**src/rtl/ttblh_pkg.sv**
```systemverilog
// Package for the tick timer block: item types, register indexes, reset values.
// No dependencies; every other file takes what it needs from here.
package ttblh_pkg;

	localparam int unsigned TIMER_WIDTH = 16;
	localparam int unsigned CFG_IDX_W   = 3;
	localparam int unsigned CFG_DATA_W  = 16;
	localparam int unsigned PERIOD_W    = 16;
	localparam int unsigned COUNT_W     = 8;

	localparam logic [PERIOD_W-1:0] SAMPLE_PERIOD_RST = 16'd200;
	localparam logic [PERIOD_W-1:0] HOLD_TIME_RST     = 16'd200;
	localparam logic [PERIOD_W-1:0] LIT_TICKS_RST     = 16'd1500;
	localparam logic [PERIOD_W-1:0] HAPTIC_HALF_RST   = 16'd300;
	localparam logic [COUNT_W-1:0]  PULSE_TOTAL_RST   = 8'd5;
	localparam logic [COUNT_W-1:0]  PULSE_COUNT_MAX   = 8'd255;

	typedef enum logic [CFG_IDX_W-1:0] {
		CFG_SAMPLE_PERIOD = 3'd0,
		CFG_HOLD_TIME     = 3'd1,
		CFG_LIT_TICKS     = 3'd2,
		CFG_HAPTIC_HALF   = 3'd3,
		CFG_PULSE_TOTAL   = 3'd4
	} cfg_idx_t;

	typedef struct packed {
		logic button_pressed;
		logic haptic_start;
	} in_item_t;

	typedef struct packed {
		logic sample_due;
		logic button_active;
		logic haptic_due;
		logic led_level;
		logic motor_level;
	} out_item_t;

	typedef struct packed {
		logic [CFG_IDX_W-1:0]  index;
		logic [CFG_DATA_W-1:0] data;
	} cfg_item_t;

endpackage

```
**src/rtl/ttblh_if.sv**
```systemverilog
// Handshake channel interfaces: tick input, result output, register writes.
// Depends on ttblh_pkg for the payload types.
interface ttblh_in_if;
	logic                valid;
	logic                ready;
	ttblh_pkg::in_item_t data;
	modport source (output valid, output data, input ready);
	modport sink   (input valid, input data, output ready);
endinterface

interface ttblh_out_if;
	logic                 valid;
	logic                 ready;
	ttblh_pkg::out_item_t data;
	modport source (output valid, output data, input ready);
	modport sink   (input valid, input data, output ready);
endinterface

interface ttblh_cfg_if;
	logic                        valid;
	logic                        ready;
	logic [ttblh_pkg::CFG_IDX_W-1:0]  index;
	logic [ttblh_pkg::CFG_DATA_W-1:0] data;
	modport source (output valid, output index, output data, input ready);
	modport sink   (input valid, input index, input data, output ready);
endinterface

```
**src/rtl/ttblh_core.sv**
```systemverilog
// Timer state, configuration registers and the per-tick update logic.
// Depends on ttblh_pkg; driven by the top level with one item per advance.
module ttblh_core #(
	parameter int unsigned TIMER_WIDTH = ttblh_pkg::TIMER_WIDTH
) (
	input  logic                              clk,
	input  logic                              arst_n,
	input  logic                              cfg_we,
	input  logic [ttblh_pkg::CFG_IDX_W-1:0]   cfg_index,
	input  logic [ttblh_pkg::CFG_DATA_W-1:0]  cfg_data,
	input  logic                              advance,
	input  ttblh_pkg::in_item_t               item,
	output ttblh_pkg::out_item_t              result
);

	localparam int unsigned TW = TIMER_WIDTH;
	localparam int unsigned PW = ttblh_pkg::PERIOD_W;
	localparam int unsigned CW = ttblh_pkg::COUNT_W;

	logic [PW-1:0] sample_period_q, hold_time_q, lit_ticks_q, haptic_half_q;
	logic [CW-1:0] pulse_total_q;

	logic [TW-1:0] sample_left_q, button_left_q, haptic_left_q;
	logic          button_was_q, button_engaged_q, button_expired_prev_q;
	logic          led_state_q, haptic_engaged_q, motor_state_q;
	logic [CW-1:0] pulse_count_q;

	logic [TW-1:0] sample_left_d, button_left_d, haptic_left_d;
	logic          button_engaged_d, led_state_d, haptic_engaged_d, motor_state_d;
	logic [CW-1:0] pulse_count_d;
	logic          sdue, bexp, hdue;

	function automatic logic [TW-1:0] reload_of(input logic [PW-1:0] p);
		reload_of = (p == '0) ? '0 : TW'(p - PW'(1));
	endfunction

	always_ff @(posedge clk or negedge arst_n) begin
		if (!arst_n) begin
			sample_period_q <= ttblh_pkg::SAMPLE_PERIOD_RST;
			hold_time_q     <= ttblh_pkg::HOLD_TIME_RST;
			lit_ticks_q     <= ttblh_pkg::LIT_TICKS_RST;
			haptic_half_q   <= ttblh_pkg::HAPTIC_HALF_RST;
			pulse_total_q   <= ttblh_pkg::PULSE_TOTAL_RST;
		end else if (cfg_we) begin
			case (cfg_index)
				ttblh_pkg::CFG_SAMPLE_PERIOD: sample_period_q <= cfg_data;
				ttblh_pkg::CFG_HOLD_TIME:     hold_time_q     <= cfg_data;
				ttblh_pkg::CFG_LIT_TICKS:     lit_ticks_q     <= cfg_data;
				ttblh_pkg::CFG_HAPTIC_HALF:   haptic_half_q   <= cfg_data;
				ttblh_pkg::CFG_PULSE_TOTAL:   pulse_total_q   <= cfg_data[CW-1:0];
				default: ;
			endcase
		end
	end

	always_comb begin
		button_left_d    = button_left_q;
		button_engaged_d = button_engaged_q;
		led_state_d      = led_state_q;
		haptic_left_d    = haptic_left_q;
		haptic_engaged_d = haptic_engaged_q;
		pulse_count_d    = pulse_count_q;
		motor_state_d    = motor_state_q;

		// press edge starts the hold timer
		if (!button_was_q && item.button_pressed) begin
			button_left_d    = TW'(hold_time_q);
			button_engaged_d = 1'b1;
		end
		if (!button_expired_prev_q && !item.button_pressed && !led_state_q)
			button_engaged_d = 1'b0;

		if (item.haptic_start) begin
			haptic_left_d    = '0;
			haptic_engaged_d = 1'b1;
			pulse_count_d    = '0;
			motor_state_d    = 1'b0;
		end

		sdue = (sample_left_q == '0);
		sample_left_d = sdue ? reload_of(sample_period_q) : sample_left_q - TW'(1);

		bexp = button_engaged_d && (button_left_d == '0);
		if (bexp) begin
			if (led_state_q) begin
				led_state_d      = 1'b0;
				button_engaged_d = 1'b0;
			end else begin
				led_state_d   = 1'b1;
				button_left_d = reload_of(lit_ticks_q);
			end
		end else if (button_engaged_d) begin
			button_left_d = button_left_d - TW'(1);
		end

		hdue = haptic_engaged_d && (haptic_left_d == '0);
		if (hdue) begin
			haptic_left_d = reload_of(haptic_half_q);
			motor_state_d = !motor_state_d;
			if (motor_state_d) begin
				if (pulse_count_d != ttblh_pkg::PULSE_COUNT_MAX)
					pulse_count_d = pulse_count_d + CW'(1);
			end else if (pulse_count_d >= pulse_total_q) begin
				haptic_engaged_d = 1'b0;
			end
		end else if (haptic_engaged_d) begin
			haptic_left_d = haptic_left_d - TW'(1);
		end

		result.sample_due    = sdue;
		result.button_active = button_engaged_d;
		result.haptic_due    = hdue;
		result.led_level     = led_state_d;
		result.motor_level   = motor_state_d;
	end

	always_ff @(posedge clk or negedge arst_n) begin
		if (!arst_n) begin
			sample_left_q         <= '0;
			button_left_q         <= '0;
			haptic_left_q         <= '0;
			button_was_q          <= 1'b0;
			button_engaged_q      <= 1'b0;
			button_expired_prev_q <= 1'b0;
			led_state_q           <= 1'b0;
			haptic_engaged_q      <= 1'b0;
			motor_state_q         <= 1'b0;
			pulse_count_q         <= '0;
		end else if (advance) begin
			sample_left_q         <= sample_left_d;
			button_left_q         <= button_left_d;
			haptic_left_q         <= haptic_left_d;
			button_was_q          <= item.button_pressed;
			button_engaged_q      <= button_engaged_d;
			button_expired_prev_q <= bexp;
			led_state_q           <= led_state_d;
			haptic_engaged_q      <= haptic_engaged_d;
			motor_state_q         <= motor_state_d;
			pulse_count_q         <= pulse_count_d;
		end
	end

endmodule

```
**src/rtl/ttblh_out_buf.sv**
```systemverilog
// Result register with one skid entry, so the core keeps running one stall deep.
// Depends on ttblh_pkg for the result type.
module ttblh_out_buf (
	input  logic                 clk,
	input  logic                 arst_n,
	input  logic                 push,
	input  ttblh_pkg::out_item_t push_data,
	output logic                 can_take,
	output logic                 out_valid,
	input  logic                 out_ready,
	output ttblh_pkg::out_item_t out_data
);

	logic                 main_valid_q, skid_valid_q;
	ttblh_pkg::out_item_t main_q, skid_q;
	logic                 pop;

	assign pop       = main_valid_q && out_ready;
	assign can_take  = !skid_valid_q;
	assign out_valid = main_valid_q;
	assign out_data  = main_q;

	always_ff @(posedge clk or negedge arst_n) begin
		if (!arst_n) begin
			main_valid_q <= 1'b0;
			skid_valid_q <= 1'b0;
		end else if (pop) begin
			if (skid_valid_q) begin
				skid_valid_q <= 1'b0;
			end else begin
				main_valid_q <= push;
			end
		end else if (push) begin
			if (!main_valid_q) begin
				main_valid_q <= 1'b1;
			end else begin
				skid_valid_q <= 1'b1;
			end
		end
	end

	always_ff @(posedge clk) begin
		if (pop) begin
			main_q <= skid_valid_q ? skid_q : push_data;
		end else if (push) begin
			if (!main_valid_q) begin
				main_q <= push_data;
			end else begin
				skid_q <= push_data;
			end
		end
	end

endmodule

```
**src/rtl/tick_timers_button_led_haptic_top.sv**
```systemverilog
// Millisecond tick timers: sampling pulse, button-hold LED and haptic pulse train.
// Usage:
//   tick_in    one item per millisecond tick (button level, haptic start strobe).
//   result_out one item per tick: sample_due, button_active, haptic_due,
//              led_level, motor_level.
//   cfg        register writes (index 0..4, others ignored); always ready.
//              Write only while no tick is in flight.
// Path: an accepted tick lands in the input register; the core updates its state
// from it and writes the result to the result register (or to the skid entry).
// Throughput: one tick per cycle while the skid entry is free, set by the single
// state-update pass between the input register and the result register.
// Receiver stall: the result register plus one skid entry absorb the stall;
// tick_in.ready drops only when both hold results and the input register
// is full. No item is dropped.
// Reset: all timers zero (sampling due on the first tick), LED and motor off,
// registers back to their defaults; no clearing pass.
// Depends on ttblh_pkg, ttblh_if, ttblh_core, ttblh_out_buf.
module tick_timers_button_led_haptic_top #(
	parameter int unsigned TIMER_WIDTH = ttblh_pkg::TIMER_WIDTH
) (
	input  logic         clk,
	input  logic         arst_n,
	ttblh_in_if.sink     tick_in,
	ttblh_out_if.source  result_out,
	ttblh_cfg_if.sink    cfg
);

	logic                 valid_s1;
	ttblh_pkg::in_item_t  item_s1;
	logic                 advance, can_take;
	ttblh_pkg::out_item_t result;

	assign advance       = valid_s1 && can_take;
	assign tick_in.ready = !valid_s1 || advance;
	assign cfg.ready     = 1'b1;

	always_ff @(posedge clk or negedge arst_n) begin
		if (!arst_n) begin
			valid_s1 <= 1'b0;
		end else if (tick_in.ready) begin
			valid_s1 <= tick_in.valid;
		end
	end

	always_ff @(posedge clk) begin
		if (tick_in.ready && tick_in.valid)
			item_s1 <= tick_in.data;
	end

	ttblh_core #(
		.TIMER_WIDTH(TIMER_WIDTH)
	) u_core (
		.clk      (clk),
		.arst_n   (arst_n),
		.cfg_we   (cfg.valid),
		.cfg_index(cfg.index),
		.cfg_data (cfg.data),
		.advance  (advance),
		.item     (item_s1),
		.result   (result)
	);

	ttblh_out_buf u_out (
		.clk      (clk),
		.arst_n   (arst_n),
		.push     (advance),
		.push_data(result),
		.can_take (can_take),
		.out_valid(result_out.valid),
		.out_ready(result_out.ready),
		.out_data (result_out.data)
	);

endmodule

```
**src/flat_wrapper.sv**
```systemverilog
// flat-port wrapper written by rule: the top's interface ports become plain ports
module tick_timers_button_led_haptic_top_flat 
#(
	parameter int unsigned TIMER_WIDTH = ttblh_pkg::TIMER_WIDTH
)
  (clk, arst_n, tick_in_valid, tick_in_data, tick_in_ready, result_out_valid, result_out_data, result_out_ready, cfg_valid, cfg_index, cfg_data, cfg_ready);
  ttblh_in_if tick_in_i ();
  ttblh_out_if result_out_i ();
  ttblh_cfg_if cfg_i ();
  input  logic clk;
  input  logic arst_n;
  input wire logic [$bits(tick_in_i.valid)-1:0] tick_in_valid;
  input wire logic [$bits(tick_in_i.data)-1:0] tick_in_data;
  output wire logic [$bits(tick_in_i.ready)-1:0] tick_in_ready;
  output wire logic [$bits(result_out_i.valid)-1:0] result_out_valid;
  output wire logic [$bits(result_out_i.data)-1:0] result_out_data;
  input wire logic [$bits(result_out_i.ready)-1:0] result_out_ready;
  input wire logic [$bits(cfg_i.valid)-1:0] cfg_valid;
  input wire logic [$bits(cfg_i.index)-1:0] cfg_index;
  input wire logic [$bits(cfg_i.data)-1:0] cfg_data;
  output wire logic [$bits(cfg_i.ready)-1:0] cfg_ready;
  assign tick_in_i.valid = tick_in_valid;
  assign tick_in_i.data = tick_in_data;
  assign tick_in_ready = tick_in_i.ready;
  assign result_out_valid = result_out_i.valid;
  assign result_out_data = result_out_i.data;
  assign result_out_i.ready = result_out_ready;
  assign cfg_i.valid = cfg_valid;
  assign cfg_i.index = cfg_index;
  assign cfg_i.data = cfg_data;
  assign cfg_ready = cfg_i.ready;
  tick_timers_button_led_haptic_top #(.TIMER_WIDTH(TIMER_WIDTH)) u_core (.clk(clk), .arst_n(arst_n), .tick_in(tick_in_i), .result_out(result_out_i), .cfg(cfg_i));
endmodule
```
**config.mk**
```make
export PLATFORM = sky130hd
export DESIGN_NAME = tick_timers_button_led_haptic_top_flat
export DESIGN_NICKNAME = d
export VERILOG_FILES = /design/src/rtl/ttblh_pkg.sv /design/src/rtl/ttblh_if.sv /design/src/rtl/ttblh_core.sv /design/src/rtl/ttblh_out_buf.sv /design/src/rtl/tick_timers_button_led_haptic_top.sv /design/src/flat_wrapper.sv
export SDC_FILE = /design/constraint.sdc
export NUM_CORES = 1
export LEC_CHECK = 0
export BUFFER_PORTS_ARGS = -buffer_cell sky130_fd_sc_hd__buf_4
export CAP_MARGIN = 20
export CORE_UTILIZATION = 60
export CTS_CLUSTER_DIAMETER = 80
export DETAILED_ROUTE_END_ITERATION = 7
export GPL_TIMING_DRIVEN = 0
export PLACE_DENSITY = 0.87
export SYNTH_ARGS = -nofsm -noshare
export SYNTH_HDL_FRONTEND = slang
export SYNTH_SLANG_ARGS = --single-unit
```
**constraint.sdc**
```tcl
create_clock -name clk -period 3.25 [get_ports clk]
set_input_delay 0.4875 -clock clk [delete_from_list [all_inputs] [get_ports clk]]
set_output_delay 0.4875 -clock clk [all_outputs]
set_load 0.05 [all_outputs]
```
==> results.txt, run 1 <==
----------------------------------------------------
[Route]
  Final routed DRC violation total ... 0
  WL final ... around 25000 um
  Vias after detailed routing ... around 7900
  Mean routed wirelength per cell ... 21.4 um
  Antenna-violating nets left ... 0
  Length of the first detailed-routing pass in iterations ... 6
  Detail-routed via count per cell ... around 6.6
  Initial drt markers ... 1044

[Hold path]
  Min-Delay Path Class ... in2reg
  Critical hold path startpoint ... tick_in_data[0]

[Critical path]
  Dominant cell type by count on the critical path ... sky130_fd_sc_hd__buf_1
  Crit-path max cell delay ... between 0.7 and 0.8 ns
  Required time worst endpoint ... 3.35 ns
  Category of cells accounting for the largest share of critical-path delay ... buffers and inverters
  Source of the worst register-to-register timing path ... u_core.u_out.skid_valid_q
  Crit end category ... register
  Worst-path cell chain ... nand2b_1 > clkbuf_1 > buf_1 > buf_1 > o21ai_0
  Cell count along the critical path ... 5
  R2R setup slack ... about 0.12 ns
  Critical path arrival ... 3.24 ns
  Endpoint of the worst setup timing path ... u_core.u_out.out_data[4]
  Critical-path maximum fanout ... 10
  Buf+Inv Stages, Crit Path ... 3
  FF-to-FF End ... u_core.u_out.out_data[4]
  Setup Crit Path Kind ... reg2reg
  Crit start category ... register
  Crit path from ... u_core.u_out.skid_valid_q
  Worst-case reg-to-reg path depth ... 5
  Cell with the largest stage delay on the worst path ... sky130_fd_sc_hd__buf_1

[Power and ir drop]
  Part of the total power dissipated in combinational logic ... approximately two fifths
  Switching share of total power ... between 40 and 50%
  Relative contribution of sequential cells to total power ... between 30% and 40%
  Internal Dissipation ... 4900 uW
  P per Cell Area ... just over 800 mW/mm^2
  Psw ... 3440 uW
  Leakage power total ... 0.00401 uW
  Post-layout power ... about 8300 uW
  Clock share of power ... a little under a quarter
  Worst ir drop on vdd ... between 400 and 500 uV

[Die]
  Site Rows ... 44
  Width of the die ... ~120 um
  I/O Pins ... 34
  Core area ... around 0.015 mm^2
  Vertical die dimension ... 124 um
  Die area ... 0.0154 mm^2
  Starting density of the core ... about three fifths

[STA]
  Unrepaired setup endpoints after global routing ... no
  Max Transition Viols Final ... 0
  Final Cycle Share ... ~96%
  Final Hold Viols ... 0
  Maximum clock rate ... ~320 MHz
  Setup tns final ... 0 ns
  Max transition margin ... a little under two fifths
  Slew at the pin with the worst max-slew slack ... between 0.9 and 1 ns
  Number of failing setup endpoints in the final timing report ... 0
  Worst clock skew ... 0.0123 ns
  Final period demand of the worst path ... 3.13 ns

[Clock tree]
  Depth of the CTS H-tree ... 4
  Post CTS Setup Buffer Count ... 0
  Clock latency at the later pin of the worst-skew pair ... about 0.44 ns
  TritonCTS clock tree ... yes
  Clk slew on worst S/H paths ... 0.06 ns
  Number of buffers created by CTS ... 17
  Number of sinks driven by the clock tree ... around 150
  Buffer cell driving the clock tree root ... sky130_fd_sc_hd__clkbuf_16
  Maximum buffer depth of the clock tree ... 2

[Yosys]
  Adder-Cell Fraction of Synth Area ... ~2.7%
  Proportion of synthesized chip area in sequential cells ... between 40% and 50%
  Synth cell types ... 74
  Synthesized area ... roughly 0.0090 mm^2
  Fraction of the mapped netlist area in compound gates ... a little over an eighth
  Synthesized net count ... 979
  XOR/XNOR Fraction of Synth Area ... under 10%
  Mux contribution to synthesized area ... 11.4%
  Number of warning messages in the yosys log ... 0
  Area fraction in and, or, nand and nor cells after synthesis ... 21.4%
  Post-synthesis sequential element count ... 149
  Number of enable flip-flop cells after synthesis ... 12
  Number of instances in the synthesized netlist ... between 900 and 1000
  Main flop type after synthesis ... sky130_fd_sc_hd__dfrtp_1
  Syn_area_per_cell ... 9.59 um^2
  Dominant combinational cell family by area after synthesis ... simple AND/OR/NAND/NOR gates
  Async set-reset flop share out of synthesis ... 91.9%

[Finish]
  Sequential cell area ... ~0.0038 mm^2
  Share of post-route cells with drive strength above 1 ... a little under a fifth
  Area growth from synthesis to final layout ... 12.1%
  Number of diodes ... 0
  Multi-input logic area ... ~0.0048 mm^2
  Most frequent cells in the layout ... 118 x sky130_fd_sc_hd__dfrtp_1, 91 x sky130_fd_sc_hd__nor2_1, 88 x sky130_fd_sc_hd__nand2_1, 66 x sky130_fd_sc_hd__mux2_2, 47 x sky130_fd_sc_hd__o21ai_0
  Most frequent standard cell in the layout excluding fill and tap cells ... sky130_fd_sc_hd__dfrtp_1
  Final-layout fill cell count ... roughly 1100
  Number of nets at the end of the flow ... 1032

[Placement]
  Global placement routability congestion ... about 0.95
  Hpwl dp ... about 18000 um
  Port Buffer Count ... 32

[Run status]
  Status ... finished, final reports clean

[Global routing]
  Remaining global-route overflow ... 0
  All-Layer GR Usage ... a little over a third
  Maximum number of pins on one net before global-route repair ... 93
  Wire length of the first global-routing pass ... 39800 um
  Antenna violations before repair ... 0
  Via count of the first global-routing pass ... 7477

[Run]
  Max_cap viols ... 0

----------------------------------------------------
-- synthesized netlist by cell type (all sizes together), types with 3 or more instances --
| library cell | number | area [um^2] |
|---|---|---|
| a2111oi | 3 | 26.3 |
| a211oi | 10 | 75.1 |
| a21oi | 44 | 220 |
| a22o | 3 | 26.3 |
| a22oi | 3 | 22.5 |
| a2bb2oi | 4 | 35.0 |
| a31oi | 9 | 56.3 |
| and3 | 9 | 56.3 |
| buf | 14 | 88.8 |
| clkbuf | 29 | 109 |
| dfrtp | 118 | 2950 |
| dfstp | 19 | 499 |
| edfxtp | 12 | 360 |
| ha | 19 | 238 |
| inv | 27 | 101 |
| mux2 | 66 | 743 |
| mux2i | 24 | 282 |
| nand2 | 88 | 330 |
| nand2b | 12 | 75.1 |
| nand3 | 25 | 125 |
| nand3b | 3 | 22.5 |
| nand4 | 10 | 62.6 |
| nand4b | 5 | 65.1 |
| nor2 | 91 | 342 |
| nor2b | 13 | 81.3 |
| nor3 | 41 | 210 |
| nor3b | 6 | 45.0 |
| nor4 | 24 | 214 |
| nor4b | 4 | 35.0 |
| o21a | 3 | 22.5 |
| o21ai | 64 | 320 |
| o22ai | 10 | 62.6 |
| o31ai | 14 | 110 |
| o32ai | 3 | 26.3 |
| o41ai | 6 | 52.6 |
| or2 | 3 | 18.8 |
| or3 | 7 | 43.8 |
| or3b | 3 | 26.3 |
| or4 | 5 | 48.8 |
| or4b | 3 | 30.0 |
| xnor2 | 24 | 210 |
| xor2 | 27 | 236 |
-- kinds of logic after synthesis --
kind of cell	Yosys count
XOR/XNOR	51
AND/OR/NAND/NOR	359
flip-flops	149
adder cells (fa/ha/maj)	19
other	1
multiplexers	90
AO/OA/AOI/OAI	194
buffers and inverters	71
-- worst min path at each step --
stage                     depth (start not counted)                             endpoint  slack [ns]
after floorplan                                   0       u_core.u_core.button_engaged_q        0.19
after global placement                            2  u_core.u_core.button_expired_prev_q        0.46
after detailed placement                          1               u_core.u_out.out_valid        0.45
after CTS                                         1                    u_core.item_s1[0]        0.22
after global routing                              1                    u_core.item_s1[0]        0.22
final                                             1                    u_core.item_s1[0]        0.23
-- worst reg2reg max path, stage by stage (launching register included) --
cell and delay, ns:
sky130_fd_sc_hd__dfrtp_1 0.43, sky130_fd_sc_hd__nand2b_1 0.13, sky130_fd_sc_hd__clkbuf_1 0.61, sky130_fd_sc_hd__buf_1 0.71
sky130_fd_sc_hd__buf_1 0.55, sky130_fd_sc_hd__o21ai_0 0.37
-- routing by layer --
metal | global-route usage [%] | vias to the layer above | share of wire, % | wire length (um)
met4 | 17.7 | 0 | 3.9 | 986
met3 | 9.57 | 86 | 10 | 2650
li1 | - | 3514 | - | -
met5 | 0 | - | 0 | 0
met2 | 51.2 | 489 | 44 | 11200
met1 | 47.9 | 3763 | 41 | 10400
-- through the flow --
stage	utilization (%)	cells	hold WS, ns	setup slack, ns	area, um^2
6_report	69.1	1184	0.228	0.117	10000
3_5_place_dp	65.1	1151	0.453	0.203	9460
2_1_floorplan	-	934	0.192	0.866	8960
5_1_grt	69.1	1184	0.221	0.0408	10000
4_1_cts	69.1	1184	0.217	0.199	10000
3_3_place_gp	64.9	1150	0.458	0.210	9430
-- power groups by stage --
| stage | clock network, uW | logic [uW] | registers (uW) |
|---|---|---|---|
| floorplan | 0 | 2210 | 3090 |
| global placement | 0 | 3040 | 3110 |
| detailed placement | 0 | 3150 | 3140 |
| CTS | 1920 | 3190 | 3130 |
| global route | 2000 | 3530 | 3230 |
| finish | 1900 | 3280 | 3150 |
-- area by class of cell --
| cell class | instances | share of cell area, % |
|---|---|---|
| buffer | 43 | 1.98 |
| clock inverter | 8 | 0.773 |
| multi-input combinational | 714 | 48.2 |
| clock buffer | 24 | 4.90 |
| inverter | 28 | 1.05 |
| timing repair buffer | 34 | 2.80 |
| tap | 184 | 2.29 |
| sequential | 149 | 38.0 |
-- flip-flops by register name, indices dropped and copies added (netlist names), 2 cells and up --
register / count
u_core.u_core.button_left_q: 16
u_core.u_core.haptic_half_q: 16
u_core.u_core.haptic_left_q: 16
u_core.u_core.hold_time_q: 16
u_core.u_core.lit_ticks_q: 16
u_core.u_core.sample_left_q: 16
u_core.u_core.sample_period_q: 16
u_core.u_core.pulse_count_q: 8
u_core.u_core.pulse_total_q: 8
u_core.u_out.out_data: 5
u_core.u_out.skid_q: 5
u_core.item_s1: 2
-- timing repair --
action	CTS	global route
endpoints found under the setup margin	0	1
hold buffers	1	0
hold endpoints to repair	1	0
resized for setup	0	2
Power figures use the tool's default switching activity.
==> inputs of run 2 (changes only) <==
CORE_UTILIZATION = 57   (was 60)
PLACE_DENSITY = 0.83   (was 0.87)
==> run 2 against run 1 <==
  * Power rose by 2.6%
  * Sequential share of layout area fell by 0.39 points
  * Critical endpoint is now u_core.u_core.button_left_q[14]
  * Clock power rose by 14%
  * Design area rose by 1.0%
  * Highest routed layer unchanged
==> results.txt, run 2 (synthesis results as in run 1) <==
----------------------------------------------------
[Placement]
  Global placement routability congestion ... 0.934 (was 0.955)
  Standard cell area after detailed placement ... 0.00949 mm^2 (was 0.00946 mm^2)
  Port Buffer Count ... 32 (unchanged)
  Hpwl dp ... 17100 um (was 17600 um)

[Clock tree]
  Clock latency at the later pin of the worst-skew pair ... 0.44 ns (about the same)
  Depth of the CTS H-tree ... 4 (unchanged)
  Number of sinks driven by the clock tree ... 149 (unchanged)
  TritonCTS clock tree ... yes (unchanged)
  Maximum buffer depth of the clock tree ... 2 (unchanged)
  Number of buffers created by CTS ... 17 (unchanged)
  Buffer cell driving the clock tree root ... sky130_fd_sc_hd__clkbuf_16 (unchanged)
  Clk slew on worst S/H paths ... 0.06 ns (about the same)

[STA]
  Unrepaired setup endpoints after global routing ... no (unchanged)
  Slew at the pin with the worst max-slew slack ... 0.895 ns (was 0.944 ns)
  Worst clock skew ... 0.00956 ns (was 0.0123 ns)
  Setup tns final ... 0 ns (unchanged)
  Final Hold Viols ... 0 (unchanged)
  Max transition margin ... 40.3% (was 37.1%)
  Number of failing setup endpoints in the final timing report ... 0 (unchanged)
  Max Transition Viols Final ... 0 (unchanged)
  Final Cycle Share ... 93.1% (was 96.4%)
  Final period demand of the worst path ... 3.03 ns (was 3.13 ns)
  Maximum clock rate ... 330 MHz (was 319 MHz)

[Global routing]
  Remaining global-route overflow ... 0 (unchanged)
  Wire length of the first global-routing pass ... 39700 um (was 39800 um)
  Antenna violations before repair ... 0 (unchanged)
  Via count of the first global-routing pass ... 7397 (was 7477)
  Maximum number of pins on one net before global-route repair ... 73 (was 93)
  All-Layer GR Usage ... 32.6% (was 35.2%)

[Finish]
  Number of nets at the end of the flow ... 1031 (was 1032)
  Area growth from synthesis to final layout ... 13.2% (was 12.1%)
  Share of post-route cells with drive strength above 1 ... 18.4% (was 18.2%)
  Most frequent standard cell in the layout excluding fill and tap cells ... sky130_fd_sc_hd__dfrtp_1 (unchanged)
  Number of diodes ... 0 (unchanged)
  Final core area utilization ... 66.5% (was 69.1%)
  Most frequent cells in the layout ... 118 x sky130_fd_sc_hd__dfrtp_1, 91 x sky130_fd_sc_hd__nor2_1, 88 x sky130_fd_sc_hd__nand2_1, 66 x sky130_fd_sc_hd__mux2_2, 47 x sky130_fd_sc_hd__o21ai_0 (unchanged)
  Final Cell Area ... 0.0101 mm^2 (was 0.0100 mm^2)

[Critical path]
  Cell with the largest stage delay on the worst path ... sky130_fd_sc_hd__edfxtp_1 (was sky130_fd_sc_hd__buf_1)
  Worst-path cell chain ... and2b_4 > buf_2 > mux2i_1 > ha_1 > o21ai_1 > nor2_1 > a31oi_1 > or3b_1 > a21oi_1 (was nand2b_1 > clkbuf_1 > buf_1 > buf_1 > o21ai_0)
  Required time worst endpoint ... 3.61 ns (was 3.35 ns)
  Crit end category ... register (unchanged)
  Crit start category ... register (unchanged)
  Critical path arrival ... 3.38 ns (was 3.24 ns)
  Crit-path max cell delay ... 0.53 ns (was 0.71 ns)
  Setup Crit Path Kind ... reg2reg (unchanged)
  Critical-path maximum fanout ... 10 (unchanged)

[Route]
  Detail-routed via count per cell ... 6.43 (was 6.63)
  Vias after detailed routing ... 7784 (was 7852)
  WL final ... 25000 um (was 25300 um)
  Length of the first detailed-routing pass in iterations ... 6 (unchanged)
  Final routed DRC violation total ... 0 (unchanged)
  Antenna-violating nets left ... 0 (unchanged)
  Initial drt markers ... 926 (was 1044)
  Mean routed wirelength per cell ... 20.7 um (was 21.4 um)

[Hold path]
  Min-Delay Path Class ... in2async (was in2reg)

[Run status]
  Status ... finished, final reports clean (unchanged)

[Power and ir drop]
  Post-layout power ... 8550 uW (was 8330 uW)
  Worst ir drop on vdd ... 459 uV (was 466 uV)
  Leakage power total ... 0.00404 uW (was 0.00401 uW)
  P per Cell Area ... 843 mW/mm^2 (was 830 mW/mm^2)

[Die]
  I/O Pins ... 34 (unchanged)
  Core area ... 0.0153 mm^2 (was 0.0145 mm^2)
  Vertical die dimension ... 127 um (was 124 um)
  Width of the die ... 127 um (was 124 um)
  Die area ... 0.0162 mm^2 (was 0.0154 mm^2)
  Starting density of the core ... 58.7% (was 61.6%)
  Site Rows ... 45 (was 44)

[Run]
  Max_cap viols ... 0 (unchanged)

----------------------------------------------------
-- run 2: changes by cell type in the layout (fill, tap and decap cells not counted), sizes merged --
cell,change
buf,-1
bufinv,+3
clkbuf,-2
clkinv,-2
dlygate4sd3,-1
inv,+2
-- run 2: final cells by class --
class                   instances  area, um^2
flip-flops and latches        149        3810
repair buffers                 33         272
clock inverters                11         168
well taps                     211         264
fillers                      1198        5120
inverters                      28         105
multi-input cells             714        4840
plain buffers                  43         199
clock buffers                  21         482
-- run 2: final timing paths --
kind | depth (start not counted) | to | slack, ns | from
max in group asynchronous | 2 | u_core.u_core.lit_ticks_q[6] | 2.34 | arst_n
worst min register to register | 2 | u_core.u_core.button_left_q[9] | 0.49 | u_core.u_core.button_left_q[9]
min in group clk | 1 | u_core.item_s1[0] | 0.22 | tick_in_data[0]
worst max register to register | 9 | u_core.u_core.button_left_q[14] | 0.22 | u_core.item_s1[1]
worst min-delay path | 1 | u_core.u_out.skid_valid_q | 0.08 | arst_n
worst max-delay path | 9 | u_core.u_core.button_left_q[14] | 0.22 | u_core.item_s1[1]
-- run 2: critical path: cells and delay by family (launching register included) --
family | cells | cell delay (ns)
flops | 1 | 0.53
buf+inv | 1 | 0.27
compound gates | 3 | 0.43
fa+ha+maj | 1 | 0.22
mux | 1 | 0.36
simple gates | 3 | 1.14
-- run 2: timing repair --
action,in CTS,in global routing
gates resized for setup,0,2
hold buffers,0,0
endpoints found under the setup margin,0,5
buffers inserted,0,0
-- run 2: power by group --
group | switching [uW] | total, uW | internal, uW
logic | 2000 | 3250 | 1250
clock network | 789 | 2160 | 1370
registers | 626 | 3130 | 2510
-- run 2: layer usage --
| layer | GRT usage, % | wire (um) | vias up |
|---|---|---|---|
| li1 | - | - | 3522 |
| met2 | 48.3 | 11100 | 401 |
| met3 | 8.88 | 2290 | 78 |
| met1 | 43.8 | 10500 | 3783 |
| met4 | 17.3 | 1150 | 0 |
| met5 | 0 | 0 | - |
-- run 2: stage by stage --
step / hold WS (ns) / worst slack [ns] / instances
after detailed placement: 0.474 / 0.0551 / 1178
after floorplan: 0.192 / 0.866 / 934
after CTS: 0.117 / 0.0553 / 1210
after global routing: 0.137 / 0.0373 / 1210
after global placement: 0.452 / 0.147 / 1177
final: 0.0834 / 0.224 / 1210
